[src/rtl/led_fade_stepper_top_macros.svh]
// Assertion macros used by the RTL of the LED fade stepper.
// Synthesis builds define SYNTH and get empty bodies.
`ifndef LED_FADE_STEPPER_TOP_MACROS_SVH
`define LED_FADE_STEPPER_TOP_MACROS_SVH

`ifndef SYNTH

// a in one cycle implies b in the same cycle
`define LFS_ASSERT_SAME(label, clk, rst, a, b) \
   label: assert property (@(posedge clk) disable iff (rst) (a) |-> (b)) \
      else $error("led_fade_stepper: assertion failed");

// a in one cycle implies b in the next cycle
`define LFS_ASSERT_NEXT(label, clk, rst, a, b) \
   label: assert property (@(posedge clk) disable iff (rst) (a) |=> (b)) \
      else $error("led_fade_stepper: assertion failed");

`else

`define LFS_ASSERT_SAME(label, clk, rst, a, b)
`define LFS_ASSERT_NEXT(label, clk, rst, a, b)

`endif

`endif

[src/rtl/lfs_pkg.sv]
`default_nettype none

package lfs_pkg;

   // transaction payload widths (whole bytes) and configuration port widths
   localparam int REQ_DATA_W  = 48;
   localparam int RSP_DATA_W  = 56;
   localparam int CSR_INDEX_W = 2;
   localparam int CSR_DATA_W  = 8;

   // configuration register indexes
   localparam logic [CSR_INDEX_W-1:0] REG_FADE_UP    = 2'd0;
   localparam logic [CSR_INDEX_W-1:0] REG_FADE_DOWN  = 2'd1;
   localparam logic [CSR_INDEX_W-1:0] REG_FADE_COLOR = 2'd2;
   localparam logic [CSR_INDEX_W-1:0] REG_HAS_WHITE  = 2'd3;

   // tick counter slots
   localparam int CNT_UP    = 0;
   localparam int CNT_DOWN  = 1;
   localparam int CNT_COLOR = 2;
   localparam int CNT_NUM   = 3;

   // fade step constants
   localparam logic [15:0] KELVIN_STEP  = 16'd20;
   localparam logic [7:0]  HUE_HALF     = 8'd128;
   localparam logic [7:0]  SAT_DIP_DIST = 8'd43;
   localparam logic [7:0]  SAT_DIP_STEP = 8'd2;

endpackage

`default_nettype wire

[src/rtl/led_fade_stepper_top.sv]
// LED fade stepper. Every request transaction is one fade tick: it may load new
// brightness, hue, saturation and kelvin targets, then steps the actual values
// toward them as the three interval counters (up, down, color) allow. The tick is
// captured in the input register at the accepting edge, and one pass of step logic
// then writes the result register as soon as that register is free or drained.
// A new tick is accepted every cycle while the receiver takes results; throughput is
// one tick per cycle, set by the state update loop. While a result waits, the input
// register takes one more tick; after that req_tready follows rsp_tready.
// Configuration writes take effect at once and should be made while no tick is in
// flight.
`default_nettype none

`include "led_fade_stepper_top_macros.svh"

module led_fade_stepper_top (
   input  wire logic                                 clock,
   input  wire logic                                 reset,
   // configuration write port
   input  wire logic                                 csr_we,
   input  wire logic [lfs_pkg::CSR_INDEX_W-1:0]      csr_index,
   input  wire logic [lfs_pkg::CSR_DATA_W-1:0]       csr_wdata,
   // tick requests
   input  wire logic                                 req_tvalid,
   output logic                                      req_tready,
   // [0] load_targets, [8:1] target_brightness, [16:9] target_hue,
   // [24:17] target_saturation, [40:25] target_kelvin, [41] cct_mode,
   // [42] relative_active, [47:43] zero
   input  wire logic [lfs_pkg::REQ_DATA_W-1:0]       req_tdata,
   // tick results
   output logic                                      rsp_tvalid,
   input  wire logic                                 rsp_tready,
   // [7:0] level_now, [15:8] value_now, [23:16] hue_now,
   // [31:24] saturation_now, [47:32] kelvin_now, [48] drive_changed,
   // [49] onoff_changed, [55:50] zero
   output logic [lfs_pkg::RSP_DATA_W-1:0]            rsp_tdata
);

   // configuration registers
   logic [7:0] fade_up_ff, fade_down_ff, fade_color_ff;
   logic       has_white_ff;

   always_ff @(posedge clock) begin
      if (reset) begin
         fade_up_ff    <= '0;
         fade_down_ff  <= '0;
         fade_color_ff <= '0;
         has_white_ff  <= 1'b0;
      end else if (csr_we) begin
         case (csr_index)
            lfs_pkg::REG_FADE_UP:    fade_up_ff    <= csr_wdata;
            lfs_pkg::REG_FADE_DOWN:  fade_down_ff  <= csr_wdata;
            lfs_pkg::REG_FADE_COLOR: fade_color_ff <= csr_wdata;
            lfs_pkg::REG_HAS_WHITE:  has_white_ff  <= csr_wdata[0];
            default: ;
         endcase
      end
   end

   // pipeline control
   logic                              s1_valid_ff;
   logic [lfs_pkg::REQ_DATA_W-1:0]    s1_data_ff;
   logic                              rsp_valid_ff;
   logic [lfs_pkg::RSP_DATA_W-1:0]    rsp_data_ff;
   logic                              advance;
   logic                              take;

   assign advance    = !rsp_valid_ff || rsp_tready;
   assign take       = s1_valid_ff && advance;
   assign req_tready = !s1_valid_ff || advance;
   assign rsp_tvalid = rsp_valid_ff;
   assign rsp_tdata  = rsp_data_ff;

   // input register
   always_ff @(posedge clock) begin
      if (reset) begin
         s1_valid_ff <= 1'b0;
      end else if (req_tready) begin
         s1_valid_ff <= req_tvalid;
      end
   end

   always_ff @(posedge clock) begin
      if (req_tvalid && req_tready) begin
         s1_data_ff <= req_tdata;
      end
   end

   // fade state
   logic [7:0]  goal_level_ff, goal_hue_ff, goal_sat_ff;
   logic [15:0] goal_kelvin_ff;
   logic [7:0]  act_level_ff, act_value_ff, act_hue_ff, act_sat_ff;
   logic [15:0] act_kelvin_ff;
   logic [7:0]  cnt_ff [lfs_pkg::CNT_NUM];

   logic [7:0]  goal_level_in, goal_hue_in, goal_sat_in;
   logic [15:0] goal_kelvin_in;
   logic [7:0]  act_level_in, act_value_in, act_hue_in, act_sat_in;
   logic [15:0] act_kelvin_in;
   logic [7:0]  cnt_in [lfs_pkg::CNT_NUM];
   logic        drive_in, onoff_in;

   // tick fields
   logic        f_load, f_cct, f_rel;
   logic [7:0]  f_bright, f_hue, f_sat;
   logic [15:0] f_kelvin;

   assign f_load   = s1_data_ff[0];
   assign f_bright = s1_data_ff[8:1];
   assign f_hue    = s1_data_ff[16:9];
   assign f_sat    = s1_data_ff[24:17];
   assign f_kelvin = s1_data_ff[40:25];
   assign f_cct    = s1_data_ff[41];
   assign f_rel    = s1_data_ff[42];

   // step logic
   always_comb begin
      logic [7:0]        intv [lfs_pkg::CNT_NUM];
      logic [7:0]        inc;
      logic [lfs_pkg::CNT_NUM-1:0] go;
      logic              up, down, color;
      logic [15:0]       kdiff;
      logic [7:0]        hdist;
      logic              hwrap;
      logic signed [9:0] sdiff;
      logic signed [9:0] hdist_s;

      intv[lfs_pkg::CNT_UP]    = fade_up_ff;
      intv[lfs_pkg::CNT_DOWN]  = fade_down_ff;
      intv[lfs_pkg::CNT_COLOR] = fade_color_ff;

      // goals, optionally replaced before stepping
      goal_level_in  = f_load ? f_bright : goal_level_ff;
      goal_hue_in    = f_load ? f_hue    : goal_hue_ff;
      goal_sat_in    = f_load ? f_sat    : goal_sat_ff;
      goal_kelvin_in = f_load ? f_kelvin : goal_kelvin_ff;

      // interval counters; a permitted step clears its counter
      for (int i = 0; i < lfs_pkg::CNT_NUM; i++) begin
         inc       = cnt_ff[i] + 8'd1;
         go[i]     = (inc >= intv[i]) || f_rel;
         cnt_in[i] = go[i] ? 8'd0 : inc;
      end
      up    = go[lfs_pkg::CNT_UP];
      down  = go[lfs_pkg::CNT_DOWN];
      color = go[lfs_pkg::CNT_COLOR];

      drive_in = 1'b0;

      // brightness
      act_level_in = act_level_ff;
      if (goal_level_in > act_level_ff && up) begin
         act_level_in = act_level_ff + 8'd1;
         drive_in     = 1'b1;
      end else if (goal_level_in < act_level_ff && down) begin
         act_level_in = act_level_ff - 8'd1;
         drive_in     = 1'b1;
      end
      onoff_in = (act_level_in == 8'd0) != (act_level_ff == 8'd0);

      // HSV value: drains to zero in white temperature mode with white channels
      act_value_in = act_value_ff;
      if (f_cct && has_white_ff) begin
         if (act_value_ff != 8'd0 && down) begin
            act_value_in = act_value_ff - 8'd1;
            drive_in     = 1'b1;
         end
      end else if (goal_level_in > act_value_ff && up) begin
         act_value_in = act_value_ff + 8'd1;
         drive_in     = 1'b1;
      end else if (goal_level_in < act_value_ff && down) begin
         act_value_in = act_value_ff - 8'd1;
         drive_in     = 1'b1;
      end

      act_kelvin_in = act_kelvin_ff;
      act_hue_in    = act_hue_ff;
      act_sat_in    = act_sat_ff;
      kdiff         = '0;
      hdist         = '0;
      hwrap         = 1'b0;
      sdiff         = '0;
      hdist_s       = '0;

      if (color) begin
         // kelvin: fixed steps, clamped at the goal
         if (goal_kelvin_in > act_kelvin_ff) begin
            kdiff         = goal_kelvin_in - act_kelvin_ff;
            act_kelvin_in = (kdiff > lfs_pkg::KELVIN_STEP) ?
                            act_kelvin_ff + lfs_pkg::KELVIN_STEP : goal_kelvin_in;
            drive_in      = 1'b1;
         end else if (goal_kelvin_in < act_kelvin_ff) begin
            kdiff         = act_kelvin_ff - goal_kelvin_in;
            act_kelvin_in = (kdiff > lfs_pkg::KELVIN_STEP) ?
                            act_kelvin_ff - lfs_pkg::KELVIN_STEP : goal_kelvin_in;
            drive_in      = 1'b1;
         end

         // hue: shorter way round, direct way at exactly half a turn
         hdist = (goal_hue_in > act_hue_ff) ? goal_hue_in - act_hue_ff
                                            : act_hue_ff - goal_hue_in;
         hwrap = hdist > lfs_pkg::HUE_HALF;
         if (hdist != 8'd0) begin
            act_hue_in = ((goal_hue_in > act_hue_ff) != hwrap) ?
                         act_hue_ff + 8'd1 : act_hue_ff - 8'd1;
            drive_in   = 1'b1;
         end

         // saturation: dips during large hue moves, else one step to goal
         sdiff   = $signed({2'b00, goal_sat_in}) - $signed({2'b00, act_sat_ff});
         hdist_s = $signed({2'b00, hdist});
         if (hdist > lfs_pkg::SAT_DIP_DIST && sdiff < hdist_s && act_sat_ff > 8'd1) begin
            act_sat_in = act_sat_ff - lfs_pkg::SAT_DIP_STEP;
            drive_in   = 1'b1;
         end else if (goal_sat_in != act_sat_ff) begin
            act_sat_in = (goal_sat_in > act_sat_ff) ? act_sat_ff + 8'd1
                                                    : act_sat_ff - 8'd1;
            drive_in   = 1'b1;
         end
      end
   end

   // state update, one tick per processed transaction
   always_ff @(posedge clock) begin
      if (reset) begin
         goal_level_ff  <= '0;
         goal_hue_ff    <= '0;
         goal_sat_ff    <= '0;
         goal_kelvin_ff <= '0;
         act_level_ff   <= '0;
         act_value_ff   <= '0;
         act_hue_ff     <= '0;
         act_sat_ff     <= '0;
         act_kelvin_ff  <= '0;
         for (int i = 0; i < lfs_pkg::CNT_NUM; i++) begin
            cnt_ff[i] <= '0;
         end
      end else if (take) begin
         goal_level_ff  <= goal_level_in;
         goal_hue_ff    <= goal_hue_in;
         goal_sat_ff    <= goal_sat_in;
         goal_kelvin_ff <= goal_kelvin_in;
         act_level_ff   <= act_level_in;
         act_value_ff   <= act_value_in;
         act_hue_ff     <= act_hue_in;
         act_sat_ff     <= act_sat_in;
         act_kelvin_ff  <= act_kelvin_in;
         for (int i = 0; i < lfs_pkg::CNT_NUM; i++) begin
            cnt_ff[i] <= cnt_in[i];
         end
      end
   end

   // result register
   always_ff @(posedge clock) begin
      if (reset) begin
         rsp_valid_ff <= 1'b0;
      end else if (advance) begin
         rsp_valid_ff <= s1_valid_ff;
      end
   end

   always_ff @(posedge clock) begin
      if (take) begin
         rsp_data_ff <= {6'd0, onoff_in, drive_in, act_kelvin_in, act_sat_in,
                         act_hue_in, act_value_in, act_level_in};
      end
   end

   // an accepted transaction lands in the input register
   `LFS_ASSERT_NEXT(a_req_enters_s1, clock, reset, req_tvalid && req_tready, s1_valid_ff)

   // fade state only moves when a tick is processed
   `LFS_ASSERT_NEXT(a_state_idle_hold, clock, reset, !take,
      $stable(act_level_ff) && $stable(act_kelvin_ff) && $stable(act_hue_ff))

   // brightness moves by at most one per tick
   `LFS_ASSERT_NEXT(a_level_unit_step, clock, reset, take,
      (act_level_ff == $past(act_level_ff)) ||
      (act_level_ff == $past(act_level_ff) + 8'd1) ||
      (act_level_ff == $past(act_level_ff) - 8'd1))

   // the result mirrors the state it was computed into
   `LFS_ASSERT_NEXT(a_rsp_matches_state, clock, reset, take,
      rsp_valid_ff && (rsp_data_ff[7:0] == act_level_ff) &&
      (rsp_data_ff[47:32] == act_kelvin_ff))

endmodule

`default_nettype wire

[config.mk]
export PLATFORM = sky130hd
export DESIGN_NAME = led_fade_stepper_top
export DESIGN_NICKNAME = d
export VERILOG_FILES = /design/src/rtl/lfs_pkg.sv /design/src/rtl/led_fade_stepper_top.sv
export VERILOG_INCLUDE_DIRS = /design/src /design/src/rtl
export SDC_FILE = /design/constraint.sdc
export NUM_CORES = 1
export LEC_CHECK = 0
export BUFFER_PORTS_ARGS = -buffer_cell sky130_fd_sc_hd__buf_2
export CAP_MARGIN = 10
export CORE_MARGIN = 1
export CORE_UTILIZATION = 45
export DETAILED_ROUTE_END_ITERATION = 10
export GPL_TIMING_DRIVEN = 0
export PLACE_DENSITY = 0.68
export SETUP_SLACK_MARGIN = 0.4
export SKIP_CTS_REPAIR_TIMING = 1
export SLEW_MARGIN = 0
export SYNTH_ARGS = -nofsm -noshare
export SYNTH_HDL_FRONTEND = slang
export SYNTH_SLANG_ARGS = --single-unit
[constraint.sdc]
create_clock -name clock -period 6.85 [get_ports clock]
set_clock_uncertainty 0.2 [all_clocks]
set_input_delay 0.685 -clock clock [delete_from_list [all_inputs] [get_ports clock]]
set_output_delay 0.685 -clock clock [all_outputs]
set_load 0.005 [all_outputs]
==> results.yml, run 1 <==
sta:
  hold_viol: 0
  fin_crit_ns: 6.095
  relSlewSlack_pct: 11.03
  rsz0062_at_grt: "no"
  fin_crit_sh_pct: 88.97
  final.setup.worst_slack_ns: 0.7555
  tns_ns: 0
  tightest_slew_ns: 1.334
  setup_viol: 0
  clock.fmax_mhz: 164.1
  slew_viol_final: 0
floorplanning:
  fp.dieArea_mm2: 0.03521
  start_util_pct: 46.02
  io_pins: 121
  die_w_um: 187.7
  std_cell_rows: 67
  core_mm2: 0.03370
  die_y_um: 187.7
clock_network:
  htree_num_levels: 1
  root_buffer: "clkbuf_16"
  clk_pin_slew_ns: 0.06
  cts_max_path_buffers: 3
  cts_num_sinks: 232
  clkLatencyLatePin_ns: 0.58
  cts_tree: "yes"
  numCtsBuffers: 27
logic_synthesis:
  async_reset_ff_share_pct: 0
  syn_area_per_cell_um2: 8.960
  synthDistinctLibCells: 89
  synthAdderAreaFrac_pct: 10.12
  synth-xor-area-share_pct: 4.679
  syn-cell-area_mm2: 0.01551
  synthCells: 1731
  synth_edf_count: 117
  synth_top_flop_cell: "edfxtp_1"
  synth_simple_gate_area_share_pct: 17.58
  yosysWarnings: 0
  synth.area.mux_share_pct: 5.703
  yosysTopAreaCell: "edfxtp_1"
  yosysSeqAreaShare_pct: 37.50
  synth_top_family_by_area: "compound AO/OA/AOI/OAI gates"
  ys_top_cells_by_area: "edfxtp_1 (23%), dfxtp_1 (15%), ha_1 (9.6%)"
  synth_compound_area_share_pct: 19.30
  synth_top_area_share_pct: 22.65
  ys_seq_elements: 232
global_routing:
  grt_pass1_wl_um: 72110
  grt_pass1_vias: 13030
  grt_antenna_before_repair: 1
  grt_max_degree: 60
  met2_usage_pct: 42.99
  overflow: 0
  grt_util_met1_pct: 34.81
  use_met3_pct: 3.088
  grt_busiest_layer: "met2"
  grtUsageTotal_pct: 25.59
pwr:
  power_density_mw_per_mm2: 352.0
  p_leak_nw: 7.203
  ir_drop_mv: 0.3013
  power_mw: 6.204
critical_path:
  cp_slowest_cell: "fa_1"
  cp-end-kind: "register"
  cp_top_family: "compound AO/OA/AOI/OAI gates"
  crit_fanout: 10
  startpoint_type: "register"
  critPathMaxStageDelay_ns: 0.49
  critPathKind: "reg -> reg"
  crit_buf_inv: 6
  arrival_ns: 6.34
  required_ns: 7.10
routing:
  detail_route.drc_violations: 0
  drtIter0Drc: 1065
  post_drt_wl_per_cell_um: 19.58
  route.vias.total: 13790
  drt-vias-per-instance: 5.871
  firstDrtPassIters: 6
  routed_wl_um: 45990
  ant_nets: 0
hold_path:
  holdCritPathClass: "in -> reg"
cells_and_area:
  diodes: 0
  layout-drive-gt1-share_pct: 12.16
  final_core_util_pct: 52.30
  final_nets: 2065
  area_growth_pct: 13.63
placement:
  gp_congestion: 0.9576
  dp_slack_ns: -0.9434
  place_hpwl_um: 34990
  numPortBuffers: 108
run:
  cap_violations: 0
outcome:
  status: "complete, no violations"
## through the flow
step / hold slack [ns] / area, µm² / instances
5_1_grt: 0.07008 / 17620 / 2348
6_report: 0.08535 / 17620 / 2348
2_1_floorplan: 0.2338 / 15530 / 1736
3_5_place_dp: 0.2468 / 16660 / 2294
4_1_cts: 0.06578 / 17530 / 2344
3_3_place_gp: 0.2393 / 16630 / 2292
## layout make-up
class	count	area, µm²
fillers	3212	16080
multi-input cells	1308	8974
inverters	113	424.2
well taps	448	560.5
flip-flops and latches	232	5816
repair buffers	114	593.1
plain buffers	83	390.4
clock inverters	12	110.1
clock buffers	38	757.0
## Yosys cell counts, types with 7 or more instances
library cell,n
dfxtp_1,115
mux2i_1,67
o31a_1,7
nand4_1,22
o22ai_1,11
nor3_1,36
o211ai_1,10
a31oi_1,19
nor2b_1,11
nand3_1,52
o221ai_1,8
a221oi_1,8
and2_1,12
nor4_1,19
buf_2,11
a211oi_1,42
buf_1,8
xor2_1,21
nor2_1,187
nand2b_1,13
or3_1,26
edfxtp_1,117
buf_4,9
mux2_2,18
a211o_1,7
o21ai_0,77
o21a_1,12
inv_1,110
ha_1,119
xnor2_1,60
and3_1,37
o21ai_1,13
a21oi_1,108
clkbuf_1,54
a21o_1,31
nand2_1,125
## kinds of logic after synthesis
family	Yosys count
AOI/OAI and AO/OA	441
xor gates and xnor gates	82
adders and majority gates	123
buffers and inverters	196
DFF	232
muxes	86
other	1
and+or+nand+nor	570
## layer usage
layer	routed length (µm)	vias up
met5	0	-
met4	1248	0
met3	2809	69
met2	21470	504
met1	20460	6578
li1	-	6634
## flip-flops by register name, indices dropped and copies added, names as in the netlist, 16 cells and up
| register | flops |
|---|---|
| goal_kelvin_ff | 16 |
| s1_data_ff | 43 |
| rsp_tdata | 50 |
| act_kelvin_ff | 16 |
| cnt_ff | 24 |
## path summary, 6_finish.rpt
| kind | startpoint | endpoint | slack [ns] | cells past startpoint |
|---|---|---|---|---|
| setup / recovery | s1_data_ff[0] | act_sat_ff[7] | 0.76 | 25 |
| setup reg to reg | s1_data_ff[0] | act_sat_ff[7] | 0.76 | 25 |
| hold / removal | req_tdata[7] | s1_data_ff[7] | 0.09 | 1 |
| hold reg to reg | goal_sat_ff[5] | goal_sat_ff[5] | 0.25 | 2 |
## cell usage in the layout (no fill, tap or decap), types with 52 or more instances in the layout
master / n
nor2_1: 187
a21oi_1: 107
edfxtp_1: 117
xnor2_1: 60
ha_1: 119
clkbuf_1: 58
dfxtp_1: 115
mux2i_1: 62
inv_1: 110
o21ai_0: 77
nand3_1: 52
buf_2: 121
nand2_1: 125
## power breakdown
| group | total, mW | leakage (nW) | internal [mW] | switching (mW) |
|---|---|---|---|---|
| combinational | 2.94 | 4.69 | 1.19 | 1.75 |
| clock | 1.42 | 0.422 | 0.814 | 0.611 |
| sequential | 1.84 | 2.09 | 1.70 | 0.136 |
No activity file was read; power rests on OpenSTA's default activity.
==> inputs of run 2 (changes only) <==
--- a/config.mk
+++ b/config.mk
@@ -9,10 +9,10 @@
 export BUFFER_PORTS_ARGS = -buffer_cell sky130_fd_sc_hd__buf_2
 export CAP_MARGIN = 10
 export CORE_MARGIN = 1
-export CORE_UTILIZATION = 45
+export CORE_UTILIZATION = 25
 export DETAILED_ROUTE_END_ITERATION = 10
 export GPL_TIMING_DRIVEN = 0
-export PLACE_DENSITY = 0.68
+export PLACE_DENSITY = 0.45
 export SETUP_SLACK_MARGIN = 0.4
 export SKIP_CTS_REPAIR_TIMING = 1
 export SLEW_MARGIN = 0
==> run 2 against run 1 <==
Critical endpoint is now rsp_tdata[36]. Clock-buffer cell count down 2. Sequential share of layout area down 1.1 points. Non-clock buffer count unchanged. Via count down 0.99%. Final area up 3.4%. Sequential cell count unchanged. Wire length up 12%. Die area up 79%. Final cell count up 14%. Total power up 4.6%. Sequential power about the same. First-iteration DRC count down 3.8%.
==> results.yml, run 2 (same netlist as run 1, synthesis figures left out) <==
outcome:
  status: "complete, no violations"
pwr:
  p_leak_nw: 7.310
  ir_drop_mv: 0.1766
  p_clk_share_pct: 25.0
  power_mw: 6.486
  p_seq_share_pct: 28.3
  p_int_mw: 3.862
  power.switching_mw: 2.624
  swShare_pct: 40.45
  power_density_mw_per_mm2: 355.9
  p_comb_share_pct: 46.6
cells_and_area:
  layout-drive-gt1-share_pct: 12.87
  largest_register_ffs: 50
  final_core_util_pct: 29.97
  final_cell_mix: "nor2_1 (187), nand2_1 (125), buf_2 (119), ha_1 (119), edfxtp_1 (117)"
  fillers: 6452
  diodes: 0
  layout_commonest_cell: "nor2_1"
  area_growth_pct: 17.49
  final_nets: 2067
clock_network:
  clk_pin_slew_ns: 0.06
  cts_tree: "yes"
  cts_num_sinks: 232
  clkLatencyLatePin_ns: 0.58
  cts_max_path_buffers: 3
  htree_num_levels: 1
  root_buffer: "clkbuf_16"
  numCtsBuffers: 29
routing:
  drt-vias-per-instance: 5.082
  ant_nets: 0
  routed_wl_um: 51620
  firstDrtPassIters: 5
  detail_route.drc_violations: 0
  route.vias.total: 13650
  drtIter0Drc: 1024
  post_drt_wl_per_cell_um: 19.22
global_routing:
  grt_pass1_vias: 13460
  overflow: 0
  grtUsageTotal_pct: 15.87
  grt_pass1_wl_um: 78060
  grt_antenna_before_repair: 0
  grt_max_degree: 53
sta:
  fin_crit_ns: 6.144
  tightest_slew_ns: 1.430
  setup_viol: 0
  final.setup.worst_slack_ns: 0.7065
  relSlewSlack_pct: 4.636
  clock.fmax_mhz: 162.8
  slew_viol_final: 0
  hold_viol: 0
  rsz0062_at_grt: "no"
  fin_crit_sh_pct: 89.69
critical_path:
  arrival_ns: 6.22
  startpoint_type: "register"
  cp-end-kind: "register"
  crit_fanout: 10
  critPathKind: "reg -> reg"
  required_ns: 6.92
placement:
  gp_congestion: 0.8880
  place_hpwl_um: 39630
  dp_slack_ns: -1.138
  numPortBuffers: 108
floorplanning:
  core_mm2: 0.06081
  start_util_pct: 25.51
  fp.dieArea_mm2: 0.06304
  die_y_um: 251.1
  die_w_um: 251.1
  io_pins: 121
  std_cell_rows: 90
hold_path:
  holdCritPathClass: "in -> reg"
run:
  cap_violations: 0
## run 2: layout make-up
type,instances,area (µm²),area share (%)
well taps,782,978.4,5.369
clock inverters,18,162.7,0.8926
multi-input cells,1308,8985,49.31
clock buffers,36,847.1,4.648
flip-flops and latches,232,5816,31.91
inverters,113,424.2,2.328
repair buffers,114,619.3,3.399
plain buffers,83,390.4,2.142
## run 2: per-stage QoR
step           hold WS, ns  setup TNS [ns]  cell area (µm²)  cells
4_1_cts            0.04839          -18.35            18120   2683
2_1_floorplan       0.2338               0            15530   1736
5_1_grt            0.05559               0            18220   2686
3_3_place_gp        0.2398          -16.90            17050   2626
3_5_place_dp        0.2449          -17.05            17110   2629
6_report           0.07698               0            18220   2686
## run 2: power by group through the flow
stage / Sequential, mW / Clock (mW) / Combinational [mW]
global placement: 1.87 / 0 / 2.92
floorplan: 1.83 / 0 / 2.13
global route: 1.86 / 1.72 / 3.35
finish: 1.84 / 1.62 / 3.02
detailed placement: 1.86 / 0 / 2.94
CTS: 1.84 / 1.67 / 2.97
## run 2: layer usage
| layer | global-route usage (%) | vias to the layer above | part of all wire, % |
|---|---|---|---|
| met3 | 2.299 | 65 | 5.3 |
| li1 | - | 6631 | - |
| met5 | 0 | - | 0 |
| met4 | 3.920 | 0 | 2.2 |
| met1 | 22.09 | 6567 | 47 |
| met2 | 25.63 | 386 | 45 |
## run 2: worst paths after layout
kind / start / endpoint / slack (ns) / depth (start not counted)
setup reg to reg: s1_data_ff[0] / rsp_tdata[36] / 0.71 / 19
hold / removal: req_tdata[4] / s1_data_ff[4] / 0.08 / 1
hold reg to reg: goal_level_ff[2] / goal_level_ff[2] / 0.25 / 2
setup / recovery: s1_data_ff[0] / rsp_tdata[36] / 0.71 / 19
## run 2: critical path, stage by stage (launching register included)
cell       delay, ns
edfxtp_1        0.32
clkbuf_2        0.17
buf_6           0.22
buf_4           0.26
mux2i_1         0.34
inv_1           0.14
ha_1            0.29
buf_2           0.18
nand2b_1        0.13
a211oi_1        0.44
nor2_1          0.16
xnor2_1         0.15
a2111oi_0       0.65
o2111ai_1       0.31
or2_1           0.29
buf_2           0.17
buf_2           0.22
nor2_1          0.17
mux2_2          0.35
o32ai_1         0.66
==> inputs of run 3 (changes only) <==
--- a/config.mk
+++ b/config.mk
@@ -8,11 +8,13 @@
 export LEC_CHECK = 0
 export BUFFER_PORTS_ARGS = -buffer_cell sky130_fd_sc_hd__buf_2
 export CAP_MARGIN = 10
+export CELL_PAD_IN_SITES_DETAIL_PLACEMENT = 1
+export CELL_PAD_IN_SITES_GLOBAL_PLACEMENT = 1
 export CORE_MARGIN = 1
 export CORE_UTILIZATION = 25
 export DETAILED_ROUTE_END_ITERATION = 10
 export GPL_TIMING_DRIVEN = 0
-export PLACE_DENSITY = 0.45
+export PLACE_DENSITY = 0.53
 export SETUP_SLACK_MARGIN = 0.4
 export SKIP_CTS_REPAIR_TIMING = 1
 export SLEW_MARGIN = 0
==> run 3 against run 2 <==
Final area is 0.65% higher. Final cell count is 0.30% higher. Critical path depth is 2 lower. Sequential cell count stayed put. Critical path type unchanged.
==> results.yml, run 3 (same netlist as run 1, synthesis figures left out) <==
clock_network:
  clkLatencyLatePin_ns: 0.55
  numCtsBuffers: 34
  root_buffer: "clkbuf_16"
  clk_pin_slew_ns: 0.05
  cts_num_sinks: 232
  htree_num_levels: 2
  cts_max_path_buffers: 3
  cts_tree: "yes"
routing:
  drt-vias-per-instance: 5.151
  wl_met3_um: 2581
  ant_nets: 0
  routed_wl_um: 56670
  drtIter0Drc: 789
  wl_met2_um: 26880
  firstDrtPassIters: 5
  wl_met1_um: 25600
  route.vias.total: 13880
  maxUsedRoutingLayer: "met4"
  post_drt_wl_per_cell_um: 21.04
  detail_route.drc_violations: 0
pwr:
  power_density_mw_per_mm2: 365.4
  ir_drop_mv: 0.2064
  p_clk_share_pct: 25.9
  p_seq_share_pct: 27.6
  p_int_mw: 3.954
  swShare_pct: 41.00
  p_comb_share_pct: 46.5
  p_leak_nw: 7.331
  power.switching_mw: 2.748
floorplanning:
  die_w_um: 251.1
  start_util_pct: 25.51
  core_mm2: 0.06081
  fp.dieArea_mm2: 0.06304
  std_cell_rows: 90
  die_y_um: 251.1
  io_pins: 121
placement:
  dp_slack_ns: -1.939
  placed_cell_area_mm2: 0.01710
  gp_congestion: 0.8991
  dpl.cell_count: 2629
  place_hpwl_um: 43610
  numPortBuffers: 108
sta:
  clock.fmax_mhz: 162.4
  fin_crit_ns: 6.156
  rsz0062_at_grt: "no"
  tightest_slew_ns: 1.299
  final.setup.worst_slack_ns: 0.6938
  slew_viol_final: 0
  whs_ns: 0.1103
  fin_crit_sh_pct: 89.87
  relSlewSlack_pct: 13.38
  setup_viol: 0
  hold_viol: 0
  tns_ns: 0
cells_and_area:
  stdcell_count: 2694
  diodes: 0
  final_nets: 2072
  final_cell_mix: "nor2_1 (187), nand2_1 (125), buf_2 (120)"
  layout-drive-gt1-share_pct: 12.66
  area_growth_pct: 18.25
  largest_register_ffs: 50
  layout_commonest_cell: "nor2_1"
  design_area_mm2: 0.01834
hold_path:
  holdCritPathClass: "in -> reg"
global_routing:
  grt_pass1_vias: 14280
  grt_pass1_wl_um: 85990
  grt_antenna_before_repair: 1
  grtUsageTotal_pct: 17.80
  overflow: 0
  grt_max_degree: 38
critical_path:
  startpoint_type: "register"
  cp-end-kind: "register"
  critPathKind: "reg -> reg"
  arrival_ns: 6.24
  crit_fanout: 10
  required_ns: 6.93
run:
  cap_violations: 0
outcome:
  status: "complete, no violations"
==> run 3: cell count changes in the layout (fill, tap and decap cells not counted), sizes merged <==
| cell | previous run | this run |
|---|---|---|
| inv | 116 | 110 |
| buf | 142 | 143 |
| clkinvlp | 0 | 2 |
| clkbuf | 90 | 101 |
==> run 3: path summary, 6_finish.rpt <==
| check | to | start | slack, ns | depth (start not counted) |
|---|---|---|---|---|
| setup / recovery | rsp_tdata[36] | s1_data_ff[0] | 0.69 | 17 |
| hold / removal | s1_data_ff[12] | req_tdata[12] | 0.11 | 1 |
| setup reg to reg | rsp_tdata[36] | s1_data_ff[0] | 0.69 | 17 |
| hold reg to reg | goal_sat_ff[5] | goal_sat_ff[5] | 0.25 | 2 |
==> run 3: layer usage <==
metal / vias up / track usage, %
met3: 87 / 2.982
met1: 6848 / 23.02
li1: 6650 / -
met4: 0 / 5.784
met5: - / 0
met2: 292 / 29.99
==> run 3: area by class of cell <==
cell class	instances	area, µm²
buffer	83	406.6
clock buffer	48	944.7
clock inverter	14	151.4
fill	7126	42470
inverter	113	424.2
multi-input combinational	1308	9007
sequential	232	5816
tap	782	978.4
timing repair buffer	114	611.8
==> run 3: power groups by stage <==
stage,Clock (mW),Combinational [mW],Sequential [mW]
3_5_place_dp,0,3.05,1.87
3_3_place_gp,0,2.99,1.87
4_1_cts,1.80,3.07,1.85
2_1_floorplan,0,2.13,1.83
6_report,1.74,3.12,1.85
5_1_grt,1.85,3.45,1.87
==> run 3: through the flow <==
stage | total power [mW] | utilization [%]
after floorplan | 3.960 | -
after CTS | 6.717 | 29.93
after detailed placement | 4.920 | 28.13
final | 6.702 | 30.16
after global routing | 7.164 | 30.16
after global placement | 4.857 | 28.04
==> run 3: critical path, cell delays in order (launching register included) <==
cell       delay, ns
edfxtp_1        0.32
clkbuf_2        0.19
mux2i_1         0.73
inv_1           0.24
ha_1            0.34
buf_2           0.20
nand2_1         0.10
a211oi_1        0.44
nor2_1          0.17
xnor2_1         0.16
a2111oi_0       0.74
o2111ai_1       0.34
or2_1           0.30
buf_2           0.17
buf_2           0.22
nor2_1          0.20
mux2_2          0.37
o32ai_1         0.45
